==> config.mk <==
export PLATFORM = sky130hd
export DESIGN_NAME = lru_key_value_cache_core_flat
export DESIGN_NICKNAME = d
export VERILOG_FILES = /design/src/lkvc_pkg.sv /design/src/lkvc_req_if.sv /design/src/lkvc_rsp_if.sv /design/src/lkvc_cell.sv /design/src/lru_key_value_cache_core.sv /design/src/flat_wrapper.sv
export SDC_FILE = /design/constraint.sdc
export NUM_CORES = 2
export LEC_CHECK = 0
export BUFFER_PORTS_ARGS = -buffer_cell sky130_fd_sc_hd__clkbuf_2
export CORE_ASPECT_RATIO = 1.4
export CORE_MARGIN = 2
export CORE_UTILIZATION = 29
export CTS_CLUSTER_DIAMETER = 40
export CTS_CLUSTER_SIZE = 8
export DETAILED_ROUTE_END_ITERATION = 8
export PLACE_DENSITY = 0.45
export SYNTH_ARGS = -nofsm -noshare
export SYNTH_HDL_FRONTEND = slang
export SYNTH_HIERARCHICAL = 1
export SYNTH_SLANG_ARGS = --single-unit
==> constraint.sdc <==
create_clock -name i_clk -period 9.9 [get_ports i_clk]
set_input_delay 2.475 -clock i_clk [delete_from_list [all_inputs] [get_ports i_clk]]
set_output_delay 2.475 -clock i_clk [all_outputs]
set_load 0.005 [all_outputs]
==> src/lkvc_pkg.sv <==
// Package for the LRU key/value cache core.
// Holds field widths, operation codes, update command encodings and the token flag type.
// No dependencies.
package lkvc_pkg;

    localparam int KEY_W       = 32;
    localparam int VAL_W       = 32;
    localparam int CAP_W       = 5;
    localparam logic [CAP_W-1:0] CAP_RESET = CAP_W'(16);

    localparam logic OP_GET    = 1'b0;
    localparam logic OP_SET    = 1'b1;

    typedef enum logic [1:0] {
        UPD_NONE,
        UPD_TOUCH,
        UPD_FRESH
    } t_upd_mode;

    typedef enum logic [1:0] {
        SEL_HIT,
        SEL_FREE,
        SEL_LRU
    } t_upd_sel;

    typedef struct packed {
        logic      valid;
        t_upd_mode mode;
        t_upd_sel  sel;
        logic      write;
    } t_upd_cmd;

    typedef struct packed {
        logic hit_found;
        logic free_found;
    } t_tok_flags;

endpackage

==> src/lkvc_req_if.sv <==
// Request channel of the LRU key/value cache: op, key and value.
// Depends on lkvc_pkg.
interface lkvc_req_if;
    import lkvc_pkg::*;

    logic                    valid;
    logic                    ready;
    logic                    op;
    logic signed [KEY_W-1:0] key;
    logic signed [VAL_W-1:0] value;

    modport source (output valid, output op, output key, output value, input ready);
    modport sink   (input valid, input op, input key, input value, output ready);
endinterface

==> src/lkvc_rsp_if.sv <==
// Response channel of the LRU key/value cache: hit flag and read value.
// Depends on lkvc_pkg.
interface lkvc_rsp_if;
    import lkvc_pkg::*;

    logic                    valid;
    logic                    ready;
    logic                    hit;
    logic signed [VAL_W-1:0] read_value;

    modport source (output valid, output hit, output read_value, input ready);
    modport sink   (input valid, input hit, input read_value, output ready);
endinterface

==> src/lkvc_cell.sv <==
// One cache entry: key, value, valid mark and age rank, plus one stage of the search token.
// Marks itself as hit, free or LRU entry as the token passes; applies broadcast updates.
// Depends on lkvc_pkg.
module lkvc_cell #(
    parameter int ENTRIES = 16
) (
    input  logic                              i_clk,
    input  logic                              i_rst_n,
    input  logic signed [lkvc_pkg::KEY_W-1:0] i_key,
    input  logic [$clog2(ENTRIES)-1:0]        i_lru_rank,
    input  logic                              i_tok_valid,
    input  lkvc_pkg::t_tok_flags              i_tok,
    input  logic [$clog2(ENTRIES)-1:0]        i_tok_rank,
    input  logic signed [lkvc_pkg::VAL_W-1:0] i_tok_value,
    output logic                              o_tok_valid,
    output lkvc_pkg::t_tok_flags              o_tok,
    output logic [$clog2(ENTRIES)-1:0]        o_tok_rank,
    output logic signed [lkvc_pkg::VAL_W-1:0] o_tok_value,
    input  lkvc_pkg::t_upd_cmd                i_upd,
    input  logic [$clog2(ENTRIES)-1:0]        i_upd_rank,
    input  logic signed [lkvc_pkg::KEY_W-1:0] i_upd_key,
    input  logic signed [lkvc_pkg::VAL_W-1:0] i_upd_value
);
    import lkvc_pkg::*;

    localparam int RANK_W = $clog2(ENTRIES);

    logic                    r_valid;
    logic [RANK_W-1:0]       r_rank;
    logic signed [KEY_W-1:0] r_key;
    logic signed [VAL_W-1:0] r_value;
    logic                    r_hit_mark;
    logic                    r_free_mark;
    logic                    r_lru_mark;
    logic                    r_tok_valid;
    t_tok_flags              r_tok;
    logic [RANK_W-1:0]       r_tok_rank;
    logic signed [VAL_W-1:0] r_tok_value;

    logic match;
    logic claim_free;
    logic target;
    logic wr_data;

    assign match      = r_valid && (r_key == i_key) && !i_tok.hit_found;
    assign claim_free = !r_valid && !i_tok.free_found;

    always_comb begin
        case (i_upd.sel)
            SEL_HIT:  target = r_hit_mark;
            SEL_FREE: target = r_free_mark;
            SEL_LRU:  target = r_lru_mark;
            default:  target = 1'b0;
        endcase
    end

    assign wr_data = i_upd.valid && target &&
                     ((i_upd.mode == UPD_FRESH) || ((i_upd.mode == UPD_TOUCH) && i_upd.write));

    always_ff @(posedge i_clk) begin
        if (!i_rst_n) begin
            r_valid     <= 1'b0;
            r_rank      <= '0;
            r_hit_mark  <= 1'b0;
            r_free_mark <= 1'b0;
            r_lru_mark  <= 1'b0;
            r_tok_valid <= 1'b0;
        end else begin
            r_tok_valid <= i_tok_valid;
            if (i_tok_valid) begin
                r_hit_mark  <= match;
                r_free_mark <= claim_free;
                r_lru_mark  <= r_valid && (r_rank == i_lru_rank);
            end
            if (i_upd.valid) begin
                case (i_upd.mode)
                    UPD_TOUCH: begin
                        if (target) begin
                            r_rank <= '0;
                        end else if (r_valid && (r_rank < i_upd_rank)) begin
                            r_rank <= r_rank + RANK_W'(1);
                        end
                    end
                    UPD_FRESH: begin
                        if (target) begin
                            r_rank  <= '0;
                            r_valid <= 1'b1;
                        end else if (r_valid) begin
                            r_rank <= r_rank + RANK_W'(1);
                        end
                    end
                    default: begin
                    end
                endcase
            end
        end
    end

    always_ff @(posedge i_clk) begin
        if (i_tok_valid) begin
            r_tok.hit_found  <= i_tok.hit_found | match;
            r_tok.free_found <= i_tok.free_found | claim_free;
            r_tok_rank       <= match ? r_rank : i_tok_rank;
            r_tok_value      <= match ? r_value : i_tok_value;
        end
        if (wr_data) begin
            r_key   <= i_upd_key;
            r_value <= i_upd_value;
        end
    end

    assign o_tok_valid = r_tok_valid;
    assign o_tok       = r_tok;
    assign o_tok_rank  = r_tok_rank;
    assign o_tok_value = r_tok_value;
endmodule

==> src/lru_key_value_cache_core.sv <==
// Top level of the fully associative LRU key/value cache: chain of entry cells and control.
// Depends on lkvc_pkg, lkvc_req_if, lkvc_rsp_if and lkvc_cell.
//
//   channel   dir   handshake       payload
//   i_req     in    valid/ready     op, key, value
//   o_rsp     out   valid/ready     hit, read_value
//   cfg       in    i_cfg_we        i_cfg_wdata (capacity)
//
// An item passes through accept, a search token walking one cell per cycle down the
// chain of ENTRIES cells, a turnaround, and a commit that updates all cells.
// Reset clears all valid marks and ranks directly; no clearing pass.
// A new item is accepted while a result still waits on o_rsp; its commit holds until
// the output register is free.
module lru_key_value_cache_core #(
    parameter int ENTRIES = 16
) (
    input  logic                              i_clk,
    input  logic                              i_rst_n,
    lkvc_req_if.sink                          i_req,
    lkvc_rsp_if.source                        o_rsp,
    input  logic                              i_cfg_we,
    input  logic [lkvc_pkg::CAP_W-1:0]        i_cfg_wdata
);
    import lkvc_pkg::*;

    localparam int RANK_W = $clog2(ENTRIES);
    localparam int CNT_W  = $clog2(ENTRIES + 1);
    localparam int CMP_W  = (CNT_W > CAP_W) ? CNT_W : CAP_W;

    typedef enum logic [1:0] {
        ST_IDLE,
        ST_SEARCH,
        ST_FINISH
    } t_state;

    t_state                  r_state;
    logic [CAP_W-1:0]        r_capacity;
    logic [CNT_W-1:0]        r_used;
    logic                    r_launch;
    logic                    r_op;
    logic signed [KEY_W-1:0] r_key;
    logic signed [VAL_W-1:0] r_value;
    logic                    r_rsp_valid;
    logic                    r_rsp_hit;
    logic signed [VAL_W-1:0] r_rsp_value;

    logic                    chain_valid [ENTRIES+1];
    t_tok_flags              chain_tok   [ENTRIES+1];
    logic [RANK_W-1:0]       chain_rank  [ENTRIES+1];
    logic signed [VAL_W-1:0] chain_value [ENTRIES+1];

    t_upd_cmd                upd;
    logic [RANK_W-1:0]       upd_rank;
    logic [RANK_W-1:0]       lru_rank;
    logic [CMP_W-1:0]        cap_eff;
    logic                    room;
    logic                    out_free;
    logic                    commit;
    logic                    last_hit;
    logic                    accept;

    assign accept   = i_req.valid && i_req.ready;
    assign out_free = !r_rsp_valid || o_rsp.ready;
    assign commit   = (r_state == ST_FINISH) && out_free;
    assign lru_rank = RANK_W'(r_used - CNT_W'(1));
    assign last_hit = chain_tok[ENTRIES].hit_found;

    always_comb begin
        if (r_capacity == '0) begin
            cap_eff = CMP_W'(1);
        end else if (CMP_W'(r_capacity) > CMP_W'(ENTRIES)) begin
            cap_eff = CMP_W'(ENTRIES);
        end else begin
            cap_eff = CMP_W'(r_capacity);
        end
    end

    assign room = CMP_W'(r_used) < cap_eff;

    always_comb begin
        upd.valid = commit;
        upd.mode  = UPD_NONE;
        upd.sel   = SEL_HIT;
        upd.write = (r_op == OP_SET);
        upd_rank  = chain_rank[ENTRIES];
        if (last_hit) begin
            upd.mode = UPD_TOUCH;
        end else if (r_op == OP_SET) begin
            if (room) begin
                if (chain_tok[ENTRIES].free_found) begin
                    upd.mode = UPD_FRESH;
                    upd.sel  = SEL_FREE;
                end
            end else begin
                upd.mode = UPD_TOUCH;
                upd.sel  = SEL_LRU;
                upd_rank = lru_rank;
            end
        end
    end

    assign chain_valid[0]          = r_launch;
    assign chain_tok[0].hit_found  = 1'b0;
    assign chain_tok[0].free_found = 1'b0;
    assign chain_rank[0]           = '0;
    assign chain_value[0]          = '0;

    for (genvar g = 0; g < ENTRIES; g++) begin : g_cell
        lkvc_cell #(
            .ENTRIES (ENTRIES)
        ) u_cell (
            .i_clk       (i_clk),
            .i_rst_n     (i_rst_n),
            .i_key       (r_key),
            .i_lru_rank  (lru_rank),
            .i_tok_valid (chain_valid[g]),
            .i_tok       (chain_tok[g]),
            .i_tok_rank  (chain_rank[g]),
            .i_tok_value (chain_value[g]),
            .o_tok_valid (chain_valid[g+1]),
            .o_tok       (chain_tok[g+1]),
            .o_tok_rank  (chain_rank[g+1]),
            .o_tok_value (chain_value[g+1]),
            .i_upd       (upd),
            .i_upd_rank  (upd_rank),
            .i_upd_key   (r_key),
            .i_upd_value (r_value)
        );
    end

    always_ff @(posedge i_clk) begin
        if (!i_rst_n) begin
            r_state     <= ST_IDLE;
            r_capacity  <= CAP_RESET;
            r_used      <= '0;
            r_launch    <= 1'b0;
            r_rsp_valid <= 1'b0;
        end else begin
            r_launch <= 1'b0;
            if (i_cfg_we) begin
                r_capacity <= i_cfg_wdata;
            end
            if (commit) begin
                r_rsp_valid <= 1'b1;
            end else if (o_rsp.ready) begin
                r_rsp_valid <= 1'b0;
            end
            case (r_state)
                ST_IDLE: begin
                    if (accept) begin
                        r_launch <= 1'b1;
                        r_state  <= ST_SEARCH;
                    end
                end
                ST_SEARCH: begin
                    if (chain_valid[ENTRIES]) begin
                        r_state <= ST_FINISH;
                    end
                end
                ST_FINISH: begin
                    if (commit) begin
                        if (upd.mode == UPD_FRESH) begin
                            r_used <= r_used + CNT_W'(1);
                        end
                        r_state <= ST_IDLE;
                    end
                end
                default: begin
                    r_state <= ST_IDLE;
                end
            endcase
        end
    end

    always_ff @(posedge i_clk) begin
        if (accept) begin
            r_op    <= i_req.op;
            r_key   <= i_req.key;
            r_value <= i_req.value;
        end
        if (commit) begin
            r_rsp_hit   <= last_hit;
            r_rsp_value <= ((r_op == OP_GET) && last_hit) ? chain_value[ENTRIES] : '0;
        end
    end

    assign i_req.ready      = (r_state == ST_IDLE);
    assign o_rsp.valid      = r_rsp_valid;
    assign o_rsp.hit        = r_rsp_hit;
    assign o_rsp.read_value = r_rsp_value;
endmodule

==> src/flat_wrapper.sv <==
// flat-port wrapper written by rule: the top's interface ports become plain ports
module lru_key_value_cache_core_flat import lkvc_pkg::*;
#(
    parameter int ENTRIES = 16
)
  (i_clk, i_rst_n, i_cfg_we, i_cfg_wdata, i_req_valid, i_req_op, i_req_key, i_req_value, i_req_ready, o_rsp_valid, o_rsp_hit, o_rsp_read_value, o_rsp_ready);
  lkvc_req_if i_req_i ();
  lkvc_rsp_if o_rsp_i ();
  input  logic i_clk;
  input  logic i_rst_n;
  input  logic i_cfg_we;
  input  logic [lkvc_pkg::CAP_W-1:0] i_cfg_wdata;
  input wire logic [$bits(i_req_i.valid)-1:0] i_req_valid;
  input wire logic [$bits(i_req_i.op)-1:0] i_req_op;
  input wire logic [$bits(i_req_i.key)-1:0] i_req_key;
  input wire logic [$bits(i_req_i.value)-1:0] i_req_value;
  output wire logic [$bits(i_req_i.ready)-1:0] i_req_ready;
  output wire logic [$bits(o_rsp_i.valid)-1:0] o_rsp_valid;
  output wire logic [$bits(o_rsp_i.hit)-1:0] o_rsp_hit;
  output wire logic [$bits(o_rsp_i.read_value)-1:0] o_rsp_read_value;
  input wire logic [$bits(o_rsp_i.ready)-1:0] o_rsp_ready;
  assign i_req_i.valid = i_req_valid;
  assign i_req_i.op = i_req_op;
  assign i_req_i.key = i_req_key;
  assign i_req_i.value = i_req_value;
  assign i_req_ready = i_req_i.ready;
  assign o_rsp_valid = o_rsp_i.valid;
  assign o_rsp_hit = o_rsp_i.hit;
  assign o_rsp_read_value = o_rsp_i.read_value;
  assign o_rsp_i.ready = o_rsp_ready;
  lru_key_value_cache_core #(.ENTRIES(ENTRIES)) u_core (.i_clk(i_clk), .i_rst_n(i_rst_n), .i_req(i_req_i), .o_rsp(o_rsp_i), .i_cfg_we(i_cfg_we), .i_cfg_wdata(i_cfg_wdata));
endmodule
=== Word level (Yosys, flattened, before mapping) ===
Cells that the tools add are included.

* Flip-flop bits (word level): 1888

* $add $sub $neg: 18
* Order comparisons: 18
* Equality and inequality tests: 73
* Mux-type cells: 143
* Bitwise logic cells: 31
* Reduce and logical (&&, ||, !) cells: 203

{| class="wikitable"
|+ Operators with widths
! operator !! number
|-
| equality test 32 bit || 16
|-
| 2-to-1 mux 32 bit || 15
|-
| 2-to-1 mux 4 bit || 85
|-
| case mux 4 bit (2 select lines) || 16
|-
| logical AND 1 bit || 114
|-
| != test 3 bit (second input constant) || 31
|-
| adder 4 x 1 -> 4 bit (second input constant) || 16
|-
| equality test 4 bit || 16
|-
| < comparator 4 bit || 16
|-
| AND reduction 4 bit || 16
|-
| AND reduction 3 bit || 18
|-
| case mux 1 bit (3 select lines) || 16
|-
| logical NOT 1 bit || 47
|-
| OR 1 bit || 30
|-
| 2-to-1 mux 2 bit || 5
|-
| 2-to-1 mux 5 bit || 2
|-
| equality test 2 x 1 -> 1 bit (second input constant) || 3
|-
| equality test 2 bit (second input constant) || 3
|-
| case mux 2 bit (3 select lines) || 1
|-
| adder 5 x 1 -> 5 bit (second input constant) || 1
|-
| greater-than comparator 5 bit (second input constant) || 1
|-
| logical NOT 5 bit || 1
|-
| < comparator 5 bit || 1
|-
| logical NOT 2 bit || 2
|-
| other kinds (9) || 14
|}

=== Depth between registers and ports, before layout ===
* Depth after elaboration: 12
* Gate-level depth with buffers: 15
* Gate-level depth less buffers: 15

=== By module ===
Netlist, hierarchy kept.

{| class="wikitable"
|+ Modules (own cells, without submodules)
! module !! instances !! cells an instance !! area each (µm²) !! seq. area each (µm²)
|-
| lkvc_cell (u_core.g_cell[11].u_cell ...) || 11 || 260 || 4616.9 || 3243.1
|-
| lkvc_cell (u_core.g_cell[0].u_cell ...) || 5 || 262 || 4657.0 || 3243.1
|-
| lru_key_value_cache_core || 1 || 233 || 4076.4 || 3223.1
|}

=== Worst setup path before layout ===
Ideal clock, no wire load.

* Path type: input-to-reg
* Start: in o_rsp_ready
* End: reg u_core.g_cell[0].u_cell.r_key[0] (enable)
* Setup time: 0.486 ns
* Data arrival time: 8.564 ns
* Path slack: 0.850 ns
* Stages on the path: 4
* Cell sequence: nor2b_1 > nor2_1 > nand2_1 > nor2_1

* Cells in the longest elaborated chain, start to end: 4

{| class="wikitable"
|+ RTL lines
! what !! line !! source
|-
| start, declared || flat_wrapper.sv:21 || <nowiki>input wire logic [$bits(o_rsp_i.ready)-1:0] o_rsp_ready;</nowiki>
|-
| logical OR 1 bit || lru_key_value_cache_core.sv:63 || <nowiki>assign out_free = !r_rsp_valid || o_rsp.ready;</nowiki>
|-
| logical AND 1 bit || lru_key_value_cache_core.sv:64 || <nowiki>assign commit = (r_state == ST_FINISH) && out_free;</nowiki>
|-
| via u_core.commit || lru_key_value_cache_core.sv:58 || <nowiki>logic commit;</nowiki>
|-
| logical AND 1 bit (2 in series) || lkvc_cell.sv:57 || <nowiki>assign wr_data = i_upd.valid && target &&</nowiki>
|-
| via u_core.g_cell[0].u_cell.wr_data || lkvc_cell.sv:43 || <nowiki>logic wr_data;</nowiki>
|-
| end signal, assigned || lkvc_cell.sv:107 || <nowiki>r_key <= i_upd_key;</nowiki>
|-
| end, declared || lkvc_cell.sv:30 || <nowiki>logic signed [KEY_W-1:0] r_key;</nowiki>
|}

The timed path passes the listed nets, and every way through them passes these cells.
A chain may end at the register's enable or synchronous reset.

==> impl_metrics.json <==
{
  "start_util": 0.2913,
  "cts.sinks": 1888,
  "vias_per_cell": 4.385,
  "io-pin-count": 110,
  "drt_iter0_drc": 1944,
  "setup_violations": 0,
  "synth_area_per_cell_um2": 17.75,
  "worst_slew_margin_rel": 0.2237,
  "synth_cells": 4403,
  "synth_warnings": 6,
  "switchingPower_mw": 3.763,
  "cts_tree": "yes",
  "nets": 5053,
  "crit_top_cell": "buf_4",
  "final_antenna_net_count": 0,
  "grt_overflow": 0,
  "status": "completed",
  "critical_path.slowest_cell": "nor2_4",
  "cts_setup_buffers": 0,
  "clk_pin_slew_ns": 0.05,
  "numPortBuffers": 109,
  "post-route-util": 0.3423,
  "place_congestion": 0.7223,
  "p_per_area_mw_per_mm2": 202.7,
  "period_share": 0.5005,
  "power_leakage_nw": 31.88,
  "antenna_found_initial": 8,
  "clk_latency_ns": 0.84,
  "cpPeakStageDelay_ns": 0.73,
  "ctsHoldBuffers": 0,
  "max-cap-violations": 0,
  "worst_pin_slew_ns": 1.164,
  "peakVddDrop_uv": 136.6,
  "syn_to_final_growth_pct": 17.51,
  "synth.distinct_cells": 53,
  "cp_top_family": "buffers and inverters",
  "sw_frac_of_total": 0.2021,
  "worst_hold_path_type": "register to register",
  "seq_power_share": 0.471,
  "ys_top_cells_by_area": "edfxtp_1, mux2_4, xor2_1, dfxtp_1, xnor2_1",
  "die_w_um": 442.7,
  "cp-start-kind": "register",
  "grt_pass1_vias": 39750,
  "root_buffer": "clkbuf_16",
  "cts_buffer_depth": 4,
  "place_hpwl_mm": 105.5,
  "timing.fmax_ghz": 0.2018,
  "synth_ff_type": "edfxtp_1",
  "crit_arrival_ns": 5.39,
  "grt_max_degree": 85,
  "routed_wl_mm": 172.3,
  "crit_type": "register to register",
  "combPwrFrac": 0.019,
  "drv_slew": 0,
  "period_needed_ns": 4.955,
  "dpl_worst_slack_ns": 4.663,
  "crit_buf_inv": 4,
  "netlist.area_leader.share": 0.6648,
  "finalHoldViolCount": 0,
  "fin_ws_ns": 4.945,
  "drcViolationCount": 0,
  "grt_use_total": 0.1242,
  "crit_path_max_fanout": 39,
  "dieArea_mm2": 0.2737,
  "clock_skew_ns": 0.06940,
  "worstPathCellList": "inv_1 > ha_1 > a21oi_1 > o21ai_2 > or2_1 > nor2_4 > buf_4 > buf_4 > nand2_1 > o22ai_1 > nand2_1 > nor2_4 > buf_4",
  "rows": 225,
  "firstDrtPassIters": 5,
  "worstPathRequired_ns": 10.33,
  "vias": 37370,
  "grt_first_pass_wirelength_mm": 259.0,
  "cts_resized": 0,
  "routedWlPerCell_um": 20.22,
  "fin_tns_setup_ns": 0,
  "die_y_um": 618.2,
  "cellInternalPower_mw": 14.85,
  "core_mm2": 0.2683,
  "yosysSeqAreaShare": 0.7052,
  "synth_largest_area_cell": "edfxtp_1",
  "end_kind": "register",
  "power_frac_clock": 0.510,
  "yosys_register_bits": 1888,
  "cts_buffers": 308,
  "final_layout_size_suffix_gt1_frac": 0.2445,
  "synthArstFlopShare": 0,
  "synth_area_mm2": 0.07815,
  "rsz0062_at_grt": "false",
  "nFillCells": 25420,
  "synth_edf_count": 1730,
  "h-tree-depth": 5
}
registers in the layout, summed over array words and instances, names as in the netlist:
register and flops:
u_core/g_cell.u_cell/o_tok 32, u_core/g_cell.u_cell/o_tok_valid 16, u_core/g_cell.u_cell/r_value 512, u_core/r_key 32, u_core/g_cell.u_cell/r_valid 16, u_core/r_value 32
u_core/r_launch 1, u_core/r_op 1, u_core/r_used 5, u_core/r_state 2, u_core/g_cell.u_cell/r_hit_mark 16, u_core/r_capacity 5
u_core/g_cell.u_cell/o_tok_rank 64, u_core/o_rsp.valid 1, u_core/o_rsp.hit 1, u_core/g_cell.u_cell/r_lru_mark 16, u_core/g_cell.u_cell/r_free_mark 16, u_core/o_rsp.read_value 32
u_core/g_cell.u_cell/r_rank 64, u_core/g_cell.u_cell/o_tok_value 512, u_core/g_cell.u_cell/r_key 512
power by group through the flow:
stage	logic [mW]	clock network [mW]	registers [mW]
global placement	0.364	0	8.92
floorplan	0.146	0	8.95
global route	0.391	10.1	8.77
detailed placement	0.368	0	8.93
finish	0.354	9.48	8.78
CTS	0.370	9.81	8.78
worst reg2reg max path: stages (launching register included):
cell and delay [ns]:
dfxtp_1 0.40, inv_1 0.13, ha_1 0.35, a21oi_1 0.18, o21ai_2 0.14, or2_1 0.29
nor2_4 0.11, buf_4 0.39, buf_4 0.49, nand2_1 0.12, o22ai_1 0.41, nand2_1 0.18
nor2_4 0.73, buf_4 0.65
synth_stat cells, drive strengths merged (6+ instances only):
cell type,number
a31oi,32
o31ai,11
nor3b,22
xor2,391
o22ai,17
xnor2,172
a21boi,49
nor2,67
or3,16
clkbuf,6
ha,102
o21ai,66
nand4,74
mux2,580
edfxtp,1730
a22oi,16
a21oi,50
dfxtp,158
nand3,61
nand2b,106
a41oi,16
and2,61
or4,11
nor2b,107
nor3,34
buf,59
nand2,78
mux2i,68
inv,123
nor4,80
placed cells by master (no fill, tap or decap), types with 102 or more instances in the layout:
cell / instances
clkbuf_16: 322
inv_1: 122
edfxtp_1: 1730
xor2_1: 389
ha_1: 102
clkbuf_2: 108
mux2_2: 107
nor2b_1: 106
mux2_4: 473
nand2b_1: 106
xnor2_1: 172
dfxtp_1: 142
kinds of logic after synthesis:
kind of cell / synth area share
AOI/OAI and AO/OA: 0.02349
other: 0.00004799
and+or+nand+nor: 0.05671
buffers and inverters: 0.02008
xor gates and xnor gates: 0.06310
muxes: 0.1150
adders and majority gates: 0.01633
DFF: 0.7052
cell type report:
class                           count  area (um2)  share of cell area
Inverter                          123       461.7            0.005028
Timing Repair Buffer              188        1154             0.01256
Clock inverter                     66       643.1            0.007003
Sequential cell                  1888       55140              0.6004
Multi-Input combinational cell   2367       21770              0.2371
Antenna cell                        5       12.51           0.0001362
Clock buffer                      366        8253             0.08987
Tap cell                         3518        4402             0.04793
path summary, 6_finish.rpt:
path,start,endpoint,slack [ns],cells after the start
worst max register to register,u_core/r_capacity[4]$_SDFFE_PN1P_,u_core/g_cell[2].u_cell/r_value[18]$_DFFE_PP_,4.95,13
worst max-delay path,u_core/r_capacity[4]$_SDFFE_PN1P_,u_core/g_cell[2].u_cell/r_value[18]$_DFFE_PP_,4.95,13
worst min register to register,u_core/r_used[4]$_SDFFE_PN0P_,u_core/r_used[4]$_SDFFE_PN0P_,0.48,2
worst min-delay path,u_core/r_used[4]$_SDFFE_PN0P_,u_core/r_used[4]$_SDFFE_PN0P_,0.48,2
through the flow:
step	cells	hold slack [ns]	power [mW]	instance area (um2)
global route	8517	0.5006	19.28	91820
floorplan	4443	0.4453	9.093	78300
detailed placement	8084	0.4689	9.294	82920
finish	8521	0.4760	18.62	91830
CTS	8516	0.4816	18.95	91820
global placement	8084	0.4649	9.289	82920
routing by layer:
metal | vias up | global-route usage | share of wire
li1 | 17560 | - | -
met1 | 18880 | 0.1467 | 0.42
met2 | 620 | 0.2280 | 0.52
met3 | 304 | 0.02242 | 0.037
met4 | 6 | 0.03623 | 0.023
met5 | - | 0 | 0.00023
No activity file was read; power rests on OpenSTA's default activity.
